`src/rtl/core/sit_pkg.sv`:
```
package sit_pkg;

  localparam int unsigned TableDepthDefault = 256;
  localparam int unsigned AddrW = 64;

  localparam logic CMD_LOOKUP = 1'b0;
  localparam logic CMD_INSERT = 1'b1;

  typedef enum logic [1:0] {
    ST_OK      = 2'd0,
    ST_MISS    = 2'd1,
    ST_OVERLAP = 2'd2,
    ST_FULL    = 2'd3
  } sit_status_t;

  typedef enum logic [1:0] {
    S_IDLE,
    S_CMP,
    S_HIT,
    S_DONE
  } sit_state_t;

  typedef struct packed {
    logic             cmd;
    logic [AddrW-1:0] start_addr;
    logic [AddrW-1:0] end_addr;
  } sit_req_t;

  typedef struct packed {
    logic [1:0]       status;
    logic [AddrW-1:0] found_start;
    logic [AddrW-1:0] found_end;
  } sit_rsp_t;

  // broadcast from the sequencer to every cell
  typedef struct packed {
    logic             cmp_en;
    logic             hit_en;
    logic             commit;
    logic [AddrW-1:0] addr_s;
    logic [AddrW-1:0] addr_e;
  } sit_ctrl_t;

  // per-cell match report, data is zero unless the flag is set
  typedef struct packed {
    logic             prev_hit;
    logic             next_hit;
    logic [AddrW-1:0] prev_start;
    logic [AddrW-1:0] prev_end;
    logic [AddrW-1:0] next_start;
    logic [AddrW-1:0] next_end;
  } sit_hit_t;

endpackage

```
`src/rtl/core/sit_cell.sv`:
```
module sit_cell (
  input  logic                         clk,
  input  logic                         rst_n,
  input  sit_pkg::sit_ctrl_t           ctrl,
  input  logic                         left_valid,
  input  logic                         left_lt,
  input  logic [sit_pkg::AddrW-1:0]    left_start,
  input  logic [sit_pkg::AddrW-1:0]    left_end,
  input  logic                         right_lt,
  output logic [sit_pkg::AddrW-1:0]    cell_start,
  output logic [sit_pkg::AddrW-1:0]    cell_end,
  output logic                         cell_valid,
  output logic                         cell_lt,
  output sit_pkg::sit_hit_t            hit
);
  import sit_pkg::*;

  logic [AddrW-1:0] start_r, end_r;
  logic [AddrW-1:0] start_nxt, end_nxt;
  logic             valid_r, valid_nxt;
  logic             lt_r, above_r, below_r;
  logic             at_pos;
  sit_hit_t         hit_r, hit_nxt;

  // this cell is the first one whose start is not below the request start
  assign at_pos = !lt_r && left_lt;

  always_comb begin
    start_nxt = start_r;
    end_nxt   = end_r;
    valid_nxt = valid_r;
    if (!lt_r) begin
      if (at_pos) begin
        start_nxt = ctrl.addr_s;
        end_nxt   = ctrl.addr_e;
        valid_nxt = 1'b1;
      end else begin
        start_nxt = left_start;
        end_nxt   = left_end;
        valid_nxt = left_valid;
      end
    end
  end

  always_comb begin
    hit_nxt          = '0;
    hit_nxt.prev_hit = lt_r && !right_lt && above_r;
    hit_nxt.next_hit = valid_r && at_pos && below_r;
    if (hit_nxt.prev_hit) begin
      hit_nxt.prev_start = start_r;
      hit_nxt.prev_end   = end_r;
    end
    if (hit_nxt.next_hit) begin
      hit_nxt.next_start = start_r;
      hit_nxt.next_end   = end_r;
    end
  end

  always_ff @(posedge clk) begin
    if (!rst_n) begin
      valid_r <= 1'b0;
    end else if (ctrl.commit) begin
      valid_r <= valid_nxt;
    end
  end

  always_ff @(posedge clk) begin
    if (ctrl.commit) begin
      start_r <= start_nxt;
      end_r   <= end_nxt;
    end
    if (ctrl.cmp_en) begin
      lt_r    <= valid_r && (start_r < ctrl.addr_s);
      above_r <= end_r > ctrl.addr_s;
      below_r <= start_r < ctrl.addr_e;
    end
    if (ctrl.hit_en) begin
      hit_r <= hit_nxt;
    end
  end

  assign cell_start = start_r;
  assign cell_end   = end_r;
  assign cell_valid = valid_r;
  assign cell_lt    = lt_r;
  assign hit        = hit_r;

endmodule

```
`config.mk`:
```
export PLATFORM = sky130hd
export DESIGN_NAME = sit_cell
export DESIGN_NICKNAME = d
export VERILOG_FILES = /design/src/rtl/core/sit_pkg.sv /design/src/rtl/core/sit_cell.sv
export SDC_FILE = /design/constraint.sdc
export NUM_CORES = 1
export LEC_CHECK = 0
export BUFFER_PORTS_ARGS = -buffer_cell sky130_fd_sc_hd__clkbuf_2
export CAP_MARGIN = 20
export CORE_AREA = 2 2 254 256
export CTS_CLUSTER_SIZE = 30
export DETAILED_ROUTE_END_ITERATION = 10
export DIE_AREA = 0 0 256 258
export PLACE_DENSITY = 0.61
export SYNTH_ARGS = -nofsm -noshare
export SYNTH_HDL_FRONTEND = slang
export SYNTH_SLANG_ARGS = --single-unit
```
`constraint.sdc`:
```
create_clock -name clk -period 22.6 [get_ports clk]
set_input_delay 5.65 -clock clk [delete_from_list [all_inputs] [get_ports clk]]
set_output_delay 5.65 -clock clk [all_outputs]
set_load 0.02 [all_outputs]
```
== After elaboration in Yosys (flattened, before gate mapping) ==
Index checks and enable logic that the tools add are counted.

* Multiplexer cells: 3
* Multiply operators: 0
* Bitwise operators: 1
* Shifts and indexed selects: 0
* Equality and inequality tests: 0
* Magnitude comparators: 3
* Add/subtract/negate cells: 0
* Reduce and logical (&&, ||, !) cells: 9
* Divide/modulo/power cells: 0

{| class="wikitable"
|+ Operators by type and width
! kind !! count
|-
| less-than comparator 64 bit || 2
|-
| 2-to-1 mux 64 bit || 2
|-
| greater-than comparator 64 bit || 1
|-
| logical AND 1 bit || 6
|-
| logical NOT 1 bit || 2
|-
| AND reduction 2 bit || 1
|-
| 2-to-1 mux 1 bit || 1
|-
| inverter 1 bit || 1
|}

* RAM bits: 0
* Output and inout bits: 388
* Memory bits (read-only): 0
* Latch bits: 0
* Bits in registers: 390
* Memories kept: 0
* Bits of input ports: 264

== Depth between registers and ports, before layout ==
Gate-level depths: netlist of the first run.

* Depth after elaboration: 4
* Depth in mapped cells: 8

== Worst setup path after synthesis of the first run ==
Ideal clock, no wire load.

* Kind: input to register
* Start point: in ctrl[128] in the netlist's numbering
* End point: reg end_r[0], in the netlist cell_end[0] (enable)
* Arrival time: 11.259 ns
* Data required time: 21.968 ns
* Stages: 1
* Slack: 10.709 ns
* Path through: nor2b_1

* Cells in the longest elaborated chain, start to end: 1

{| class="wikitable"
|+ Ends and longest elaborated chain
! element !! RTL line !! RTL
|-
| start: declaration || sit_cell.sv:4 || <nowiki>input sit_pkg::sit_ctrl_t ctrl,</nowiki>
|-
| AND reduction 2 bit (no source line) || -- ||
|-
| end signal: assignment || sit_cell.sv:70 || <nowiki>end_r <= end_nxt;</nowiki>
|-
| end: declaration || sit_cell.sv:18 || <nowiki>logic [AddrW-1:0] start_r, end_r;</nowiki>
|}

No other way between the ends.
A chain may end at the register's enable or synchronous reset.

== Worst setup path after layout of the first run ==
* Start point: in left_lt
* End point: reg hit_r (netlist bit hit[95]) (data pin)

* Cells in the longest elaborated chain, start to end: 3

{| class="wikitable"
|+ Ends and longest elaborated chain
! element !! RTL line !! RTL
|-
| start: declaration || sit_cell.sv:6 || <nowiki>input logic left_lt,</nowiki>
|-
| logical AND 1 bit || sit_cell.sv:26 || <nowiki>assign at_pos = !lt_r && left_lt;</nowiki>
|-
| logical AND 1 bit (2 in a row) || sit_cell.sv:48 || <nowiki>hit_nxt.next_hit = valid_r && at_pos && below_r;</nowiki>
|-
| end signal: assignment || sit_cell.sv:78 || <nowiki>hit_r <= hit_nxt;</nowiki>
|-
| end: declaration || sit_cell.sv:23 || <nowiki>sit_hit_t hit_r, hit_nxt;</nowiki>
|}

No other way between the ends.

==> flow_metrics.tcl, run 1 <==
set metrics [dict create \
    status "finished, final reports clean" \
    regToRegEndpoint "hit[95]" \
    place_congestion 0.916 \
    cap_violations 0 \
    power.leakage_nw 11.4 \
    finalCriticalPeriod_ps 7660 \
    yosys_register_bits 390 \
    worst_path_max_delay_cell "buf_4" \
    cp_max_fo 87 \
    ios 652 \
    fp.dieW_um 256 \
    syn2layout_area_growth_pct 28.9 \
    grt_pass1_wl_um 93400 \
    drt-initial-drc-count 830 \
    io_buffers 651 \
    ant_nets 0 \
    synth_fp_nets 1889 \
    overflow 0 \
    synthCells 1435 \
    synth-warning-count 0 \
    numCtsBuffers 44 \
    max_freq_ghz 0.131 \
    multi_input_comb_area_um2 7210 \
    clk_pin_slew_ps 60 \
    max_slew.worst_pin.slew_ps 1020 \
    fin_crit_sh_pct 33.9 \
    htree_num_levels 2 \
    ys_top_cells_by_count "389 x edfxtp_1, 254 x and2_1, 190 x ha_1" \
    route.detailed.drc 0 \
    regToRegStartpoint "cell_lt" \
    synth_edf_count 389 \
    netlist_area_um2 19500 \
    synth.most_common_cell "edfxtp_1" \
    antenna_found_initial 3 \
    crit_top_cell "buf_4" \
    hold_ws_ps 641 \
    cts_resized 0 \
    criticalPathCategory "in -> reg" \
    critPathRequiredTime_ps 23010 \
    grtUsageTotal_pct 18.7 \
    final_nets 2555 \
    ys_top_cells_by_area "edfxtp_1 60%, ha_1 12%, and2_1 8.1%" \
    drtPass1Iterations 5 \
    routedWlPerCell_um 21.3 \
    synthArstFlopShare_pct 0 \
    startpoint "left_lt" \
    layout-drive-gt1-share_pct 40.6 \
    die_area_um2 66000 \
    setup_violations 0 \
    cts.path.max_buffers 3 \
    top_layer "met5" \
    cp_cell_sequence "clkbuf_2 -> nor2b_4 -> buf_4 -> and3_4 -> buf_4 -> and2_1" \
    num_vias 14100 \
    initial_core_util_pct 30.7 \
    core_um2 63600 \
    endpoint_kind "flip-flop" \
    ys.flop_type "edfxtp_1" \
    clock-root-buffer "clkbuf_16" \
    skew_ps 8.41 \
    seq_area_frac_synth_pct 59.9 \
    wl_met3_um 4040 \
    hold_buffers 0 \
    avgSynthCellArea_um2 13.6 \
    ir_drop_v 0.0000513 \
    postCtsSetupBuffers 0 \
    power.density_nw_per_um2 72.8 \
    rows 93 \
    drt-total-wl_um 63800 \
    tns_ps 0 \
    reg2reg_setup_slack_ps 19410 \
    clk_latency_ps 550 \
    max_stage_delay_ps 720 \
    wl_met1_um 26600 \
    rsz0062_at_grt "false" \
    crit_end "hit[95]" \
    hold_viol_final 0 \
    cts_sinks 390 \
    reg2reg_depth 5 \
    finalMaxSlewViolations 0 \
    nFillCells 6125 \
    wl_met2_um 31900 \
    cts_tree "built" \
    die_y_um 258 \
    synth_top_area_cell "edfxtp_1" \
    min_path_type "reg -> reg" \
    regArea_um2 11700 \
    worstSetupStartpointType "input port" \
    dp_hpwl_um 49400 \
    via_per_inst 4.72 \
    crit_arrival_ps 8070 \
    power.total_mw 1.83 \
    synth.distinct_cells 51 \
    grt_pass1_vias 14800 \
    grt_max_degree 123 \
    slew_headroom_pct 32.0 \
    synth_top_area_share_pct 59.8 \
]
-- sequential cells by signal (all words and copies together) (netlist names) --
register / count
cell_end: 64
hit: 258
below_r: 1
above_r: 1
cell_start: 64
cell_valid: 1
cell_lt: 1
-- how the worst min path moves through the flow --
stage                       to          from  depth (start not counted)  slack, ps
global placement       hit[24]  cell_end[24]                          1        620
global route           hit[37]  cell_end[37]                          1        670
finish                hit[166]  cell_end[38]                          1        640
floorplan           cell_valid    cell_valid                          1        650
detailed placement     hit[24]  cell_end[24]                          1        630
CTS                    hit[24]  cell_end[24]                          1        650
-- worst max-delay path, delay by kind of cell --
family,cells,cell delay [ps]
AND/OR/NAND/NOR,3,930
buffers and inverters,3,1310
-- where the power goes --
group	switching [mW]	total, mW	internal, mW
registers	0.0358	0.878	0.842
clock network	0.288	0.697	0.410
logic	0.158	0.259	0.101
total	0.482	1.83	1.35
-- layer usage --
| metal | GRT usage (%) | vias up |
|---|---|---|
| met5 | 0 | - |
| met4 | 4.48 | 4 |
| met3 | 4.31 | 85 |
| met2 | 32.9 | 546 |
| met1 | 23.2 | 6913 |
| li1 | - | 6572 |
-- area by class of cell --
class	instances	share of cell area, %
clock buffers	57	4.65
clock inverters	20	0.800
diodes	2	0.0199
inverters	129	1.92
multi-input cells	874	28.6
flip-flops and latches	390	46.4
repair buffers	662	13.3
well taps	855	4.25
-- cells in the final DEF (no fill, tap or decap), types with 22 or more instances in the layout --
master and instances:
a21oi_1 66, and2_1 254, clkbuf_16 45, clkbuf_2 650, edfxtp_1 389, ha_1 190, inv_1 129, mux2_2 128
nand2_1 44, nand4_1 28, nor2_1 22, o21ai_0 25
-- metrics by stage --
stage                     cells  setup WS, ps  area (um2)  util [%]
after CTS                  2987         14920       25200      39.6
after global placement     2910         14380       23800      37.4
final                      2989         14940       25200      39.6
after detailed placement   2910         14290       23800      37.4
after floorplan            1435         10710       19500         -
after global routing       2987         14810       25200      39.6
-- cells by family after synthesis --
| group | Yosys count | synth area share (%) |
|---|---|---|
| buf+inv | 171 | 3.37 |
| mux | 128 | 7.37 |
| fa+ha+maj | 190 | 12.2 |
| simple gates | 402 | 12.1 |
| compound gates | 154 | 5.11 |
| flops | 390 | 59.9 |
Power figures use the tool's default switching activity.
==> run 2: changes to the inputs <==
- ABC_AREA: default -> 1
- CORE_AREA: 2 2 254 256 -> 2 2 257 259
- DIE_AREA: 0 0 256 258 -> 0 0 259 261
- PLACE_DENSITY: 0.61 -> 0.62
- clock period: 22.6 -> 6.7 ns (I/O delays scaled with it)
==> flow_metrics.tcl, run 2 <==
set metrics [dict create \
    seqPwrFrac_pct 45.6 \
    ios 652 \
    dp_hpwl_um 48500 \
    min_path_cells 2 \
    overflow 0 \
    ir_drop_v 0.000210 \
    initial_core_util_pct 30.0 \
    die_y_um 261 \
    synth_top_area_cell "edfxtp_1" \
    syn2layout_area_growth_pct 28.9 \
    max_slew.worst_pin.slew_ps 946 \
    synthArstFlopShare_pct 0 \
    power.total_mw 6.45 \
    clk_pin_slew_ps 60 \
    io_buffers 651 \
    synth.most_common_cell "edfxtp_1" \
    layout-drive-gt1-share_pct 29.6 \
    seq_area_frac_synth_pct 60.0 \
    ys.flop_type "edfxtp_1" \
    grt_pass1_vias 15000 \
    max_freq_ghz 0.286 \
    endpoint_kind "flip-flop" \
    dp_slack_ps 2640 \
    worstSetupStartpointType "input port" \
    htree_num_levels 2 \
    synth-warning-count 0 \
    crit_arrival_ps 3790 \
    drt-initial-drc-count 1115 \
    route.detailed.drc 0 \
    status "finished, final reports clean" \
    reg2reg_depth 7 \
    final_nets 2951 \
    die_area_um2 67600 \
    cts_sinks 390 \
    ys_top_cells_by_area "edfxtp_1 60%, ha_1 12%, nor2_1 5.9%" \
    mostFrequentLayoutCells "650 x clkbuf_2, 389 x edfxtp_1, 305 x nor2_1" \
    grtUsageTotal_pct 17.7 \
    worst_path_max_delay_cell "buf_4" \
    fin_crit_sh_pct 52.1 \
    postCtsSetupBuffers 0 \
    yosys_register_bits 390 \
    ant_nets 0 \
    pwr-share-clk_pct 40.6 \
    cts.path.max_buffers 3 \
    power.leakage_nw 12.4 \
    skew_ps 27.9 \
    rows 94 \
    largest_reg_flops 258 \
    core_um2 65000 \
    finalCriticalPeriod_ps 3490 \
    synthCells 1845 \
    swShare_pct 27.3 \
    avgSynthCellArea_um2 10.6 \
    place_congestion 0.832 \
    grt_pass1_wl_um 89900 \
    rsz0062_at_grt "false" \
    hold_buffers 0 \
    critPathRequiredTime_ps 7000 \
    setup_violations 0 \
    synth_fp_nets 2299 \
    cts_resized 0 \
    p_int_mw 4.69 \
    synth_edf_count 389 \
    p_comb_share_pct 13.8 \
    max_stage_delay_ps 560 \
    cp_cell_sequence "clkbuf_2 -> nand2_8 -> inv_2 -> nand3_4 -> buf_4 -> buf_4 -> nor2_1" \
    drt-total-wl_um 62800 \
    antenna_found_initial 3 \
    finalMaxSlewViolations 0 \
    via_per_inst 4.49 \
    crit_top_cell "buf_4" \
    grt_max_degree 130 \
    numCtsBuffers 45 \
    p_switching_mw 1.76 \
    power.density_nw_per_um2 257 \
    cap_violations 0 \
    mostFrequentLayoutCell "clkbuf_2" \
    fp.dieW_um 259 \
    hold_viol_final 0 \
    fin_ws_ps 3210 \
    routedWlPerCell_um 18.5 \
    slew_headroom_pct 37.0 \
    clk_latency_ps 580 \
    synth_top_area_share_pct 59.9 \
    tns_ps 0 \
    drtPass1Iterations 5 \
    ys_top_cells_by_count "389 x edfxtp_1, 305 x nor2_1, 299 x inv_1" \
    criticalPathCategory "in -> reg" \
    clock-root-buffer "clkbuf_16" \
    cp_max_fo 92 \
    min_path_type "reg -> reg" \
    synth.distinct_cells 30 \
    num_vias 15300 \
    cts_tree "built" \
    netlist_area_um2 19500 \
]
[run 2: cell types whose count changed after synthesis, moves of 17 or more]
cell / delta
o21ai_0: +116
a21oi_1: +24
buf_6: +19
inv_1: +170
nand2_1: +251
and2_1: -254
a21o_1: -18
clkbuf_1: -17
mux2_2: -128
nor2_1: +283
[run 2: kinds of logic (layout without fill, tap and decap cells)]
| kind of cell | count (synthesis) | in the layout | synth area share, % |
|---|---|---|---|
| flops | 390 | 390 | 60.0 |
| fa+ha+maj | 190 | 190 | 12.2 |
| other cells | 0 | 2 | 0 |
| buf+inv | 358 | 1046 | 7.84 |
| simple gates | 657 | 657 | 13.4 |
| compound gates | 250 | 250 | 6.54 |
[run 2: stage by stage]
step	hold WS (ps)	cell area, um2	util, %	cells
2_1_floorplan	549	19500	-	1845
3_3_place_gp	600	23600	36.2	3314
3_5_place_dp	609	23600	36.2	3314
4_1_cts	614	25100	38.6	3397
5_1_grt	656	25100	38.6	3397
6_report	605	25100	38.6	3399
[run 2: path summary, 6_finish.rpt]
path	startpoint	endpoint	slack, ps
max	left_lt	hit[30]	3210
min	cell_start[0]	hit[64]	610
max reg2reg	cell_lt	hit[30]	3880
min reg2reg	cell_start[0]	hit[64]	610
[run 2: area by class of cell]
| class | instances | area [um2] |
|---|---|---|
| clock buffer | 51 | 1190 |
| timing repair buffer | 661 | 3360 |
| sequential | 390 | 11700 |
| fill | 6454 | 39900 |
| clock inverter | 32 | 357 |
| antenna | 2 | 5.00 |
| multi-input combinational | 1097 | 6280 |
| tap | 864 | 1080 |
| inverter | 302 | 1140 |
[run 2: power groups by stage]
stage / combinational (mW) / clock (mW) / sequential, mW
3_5_place_dp: 0.899 / 0 / 2.99
4_1_cts: 0.904 / 2.67 / 2.94
3_3_place_gp: 0.885 / 0 / 3.00
6_report: 0.891 / 2.62 / 2.94
5_1_grt: 1.00 / 2.76 / 2.95
2_1_floorplan: 0.374 / 0 / 3.12
[run 2: worst max-delay path: cells and delay by family]
kind | cells | cell delay, ps
simple gates | 3 | 710
buf+inv | 4 | 1270
[run 2: routing by layer]
metal,global-route usage (%),wire length (um),vias to the layer above
met1,21.5,25300,7069
met5,0,27,-
li1,-,-,7446
met3,4.33,4830,125
met2,30.3,30500,606
met4,6.50,2190,4
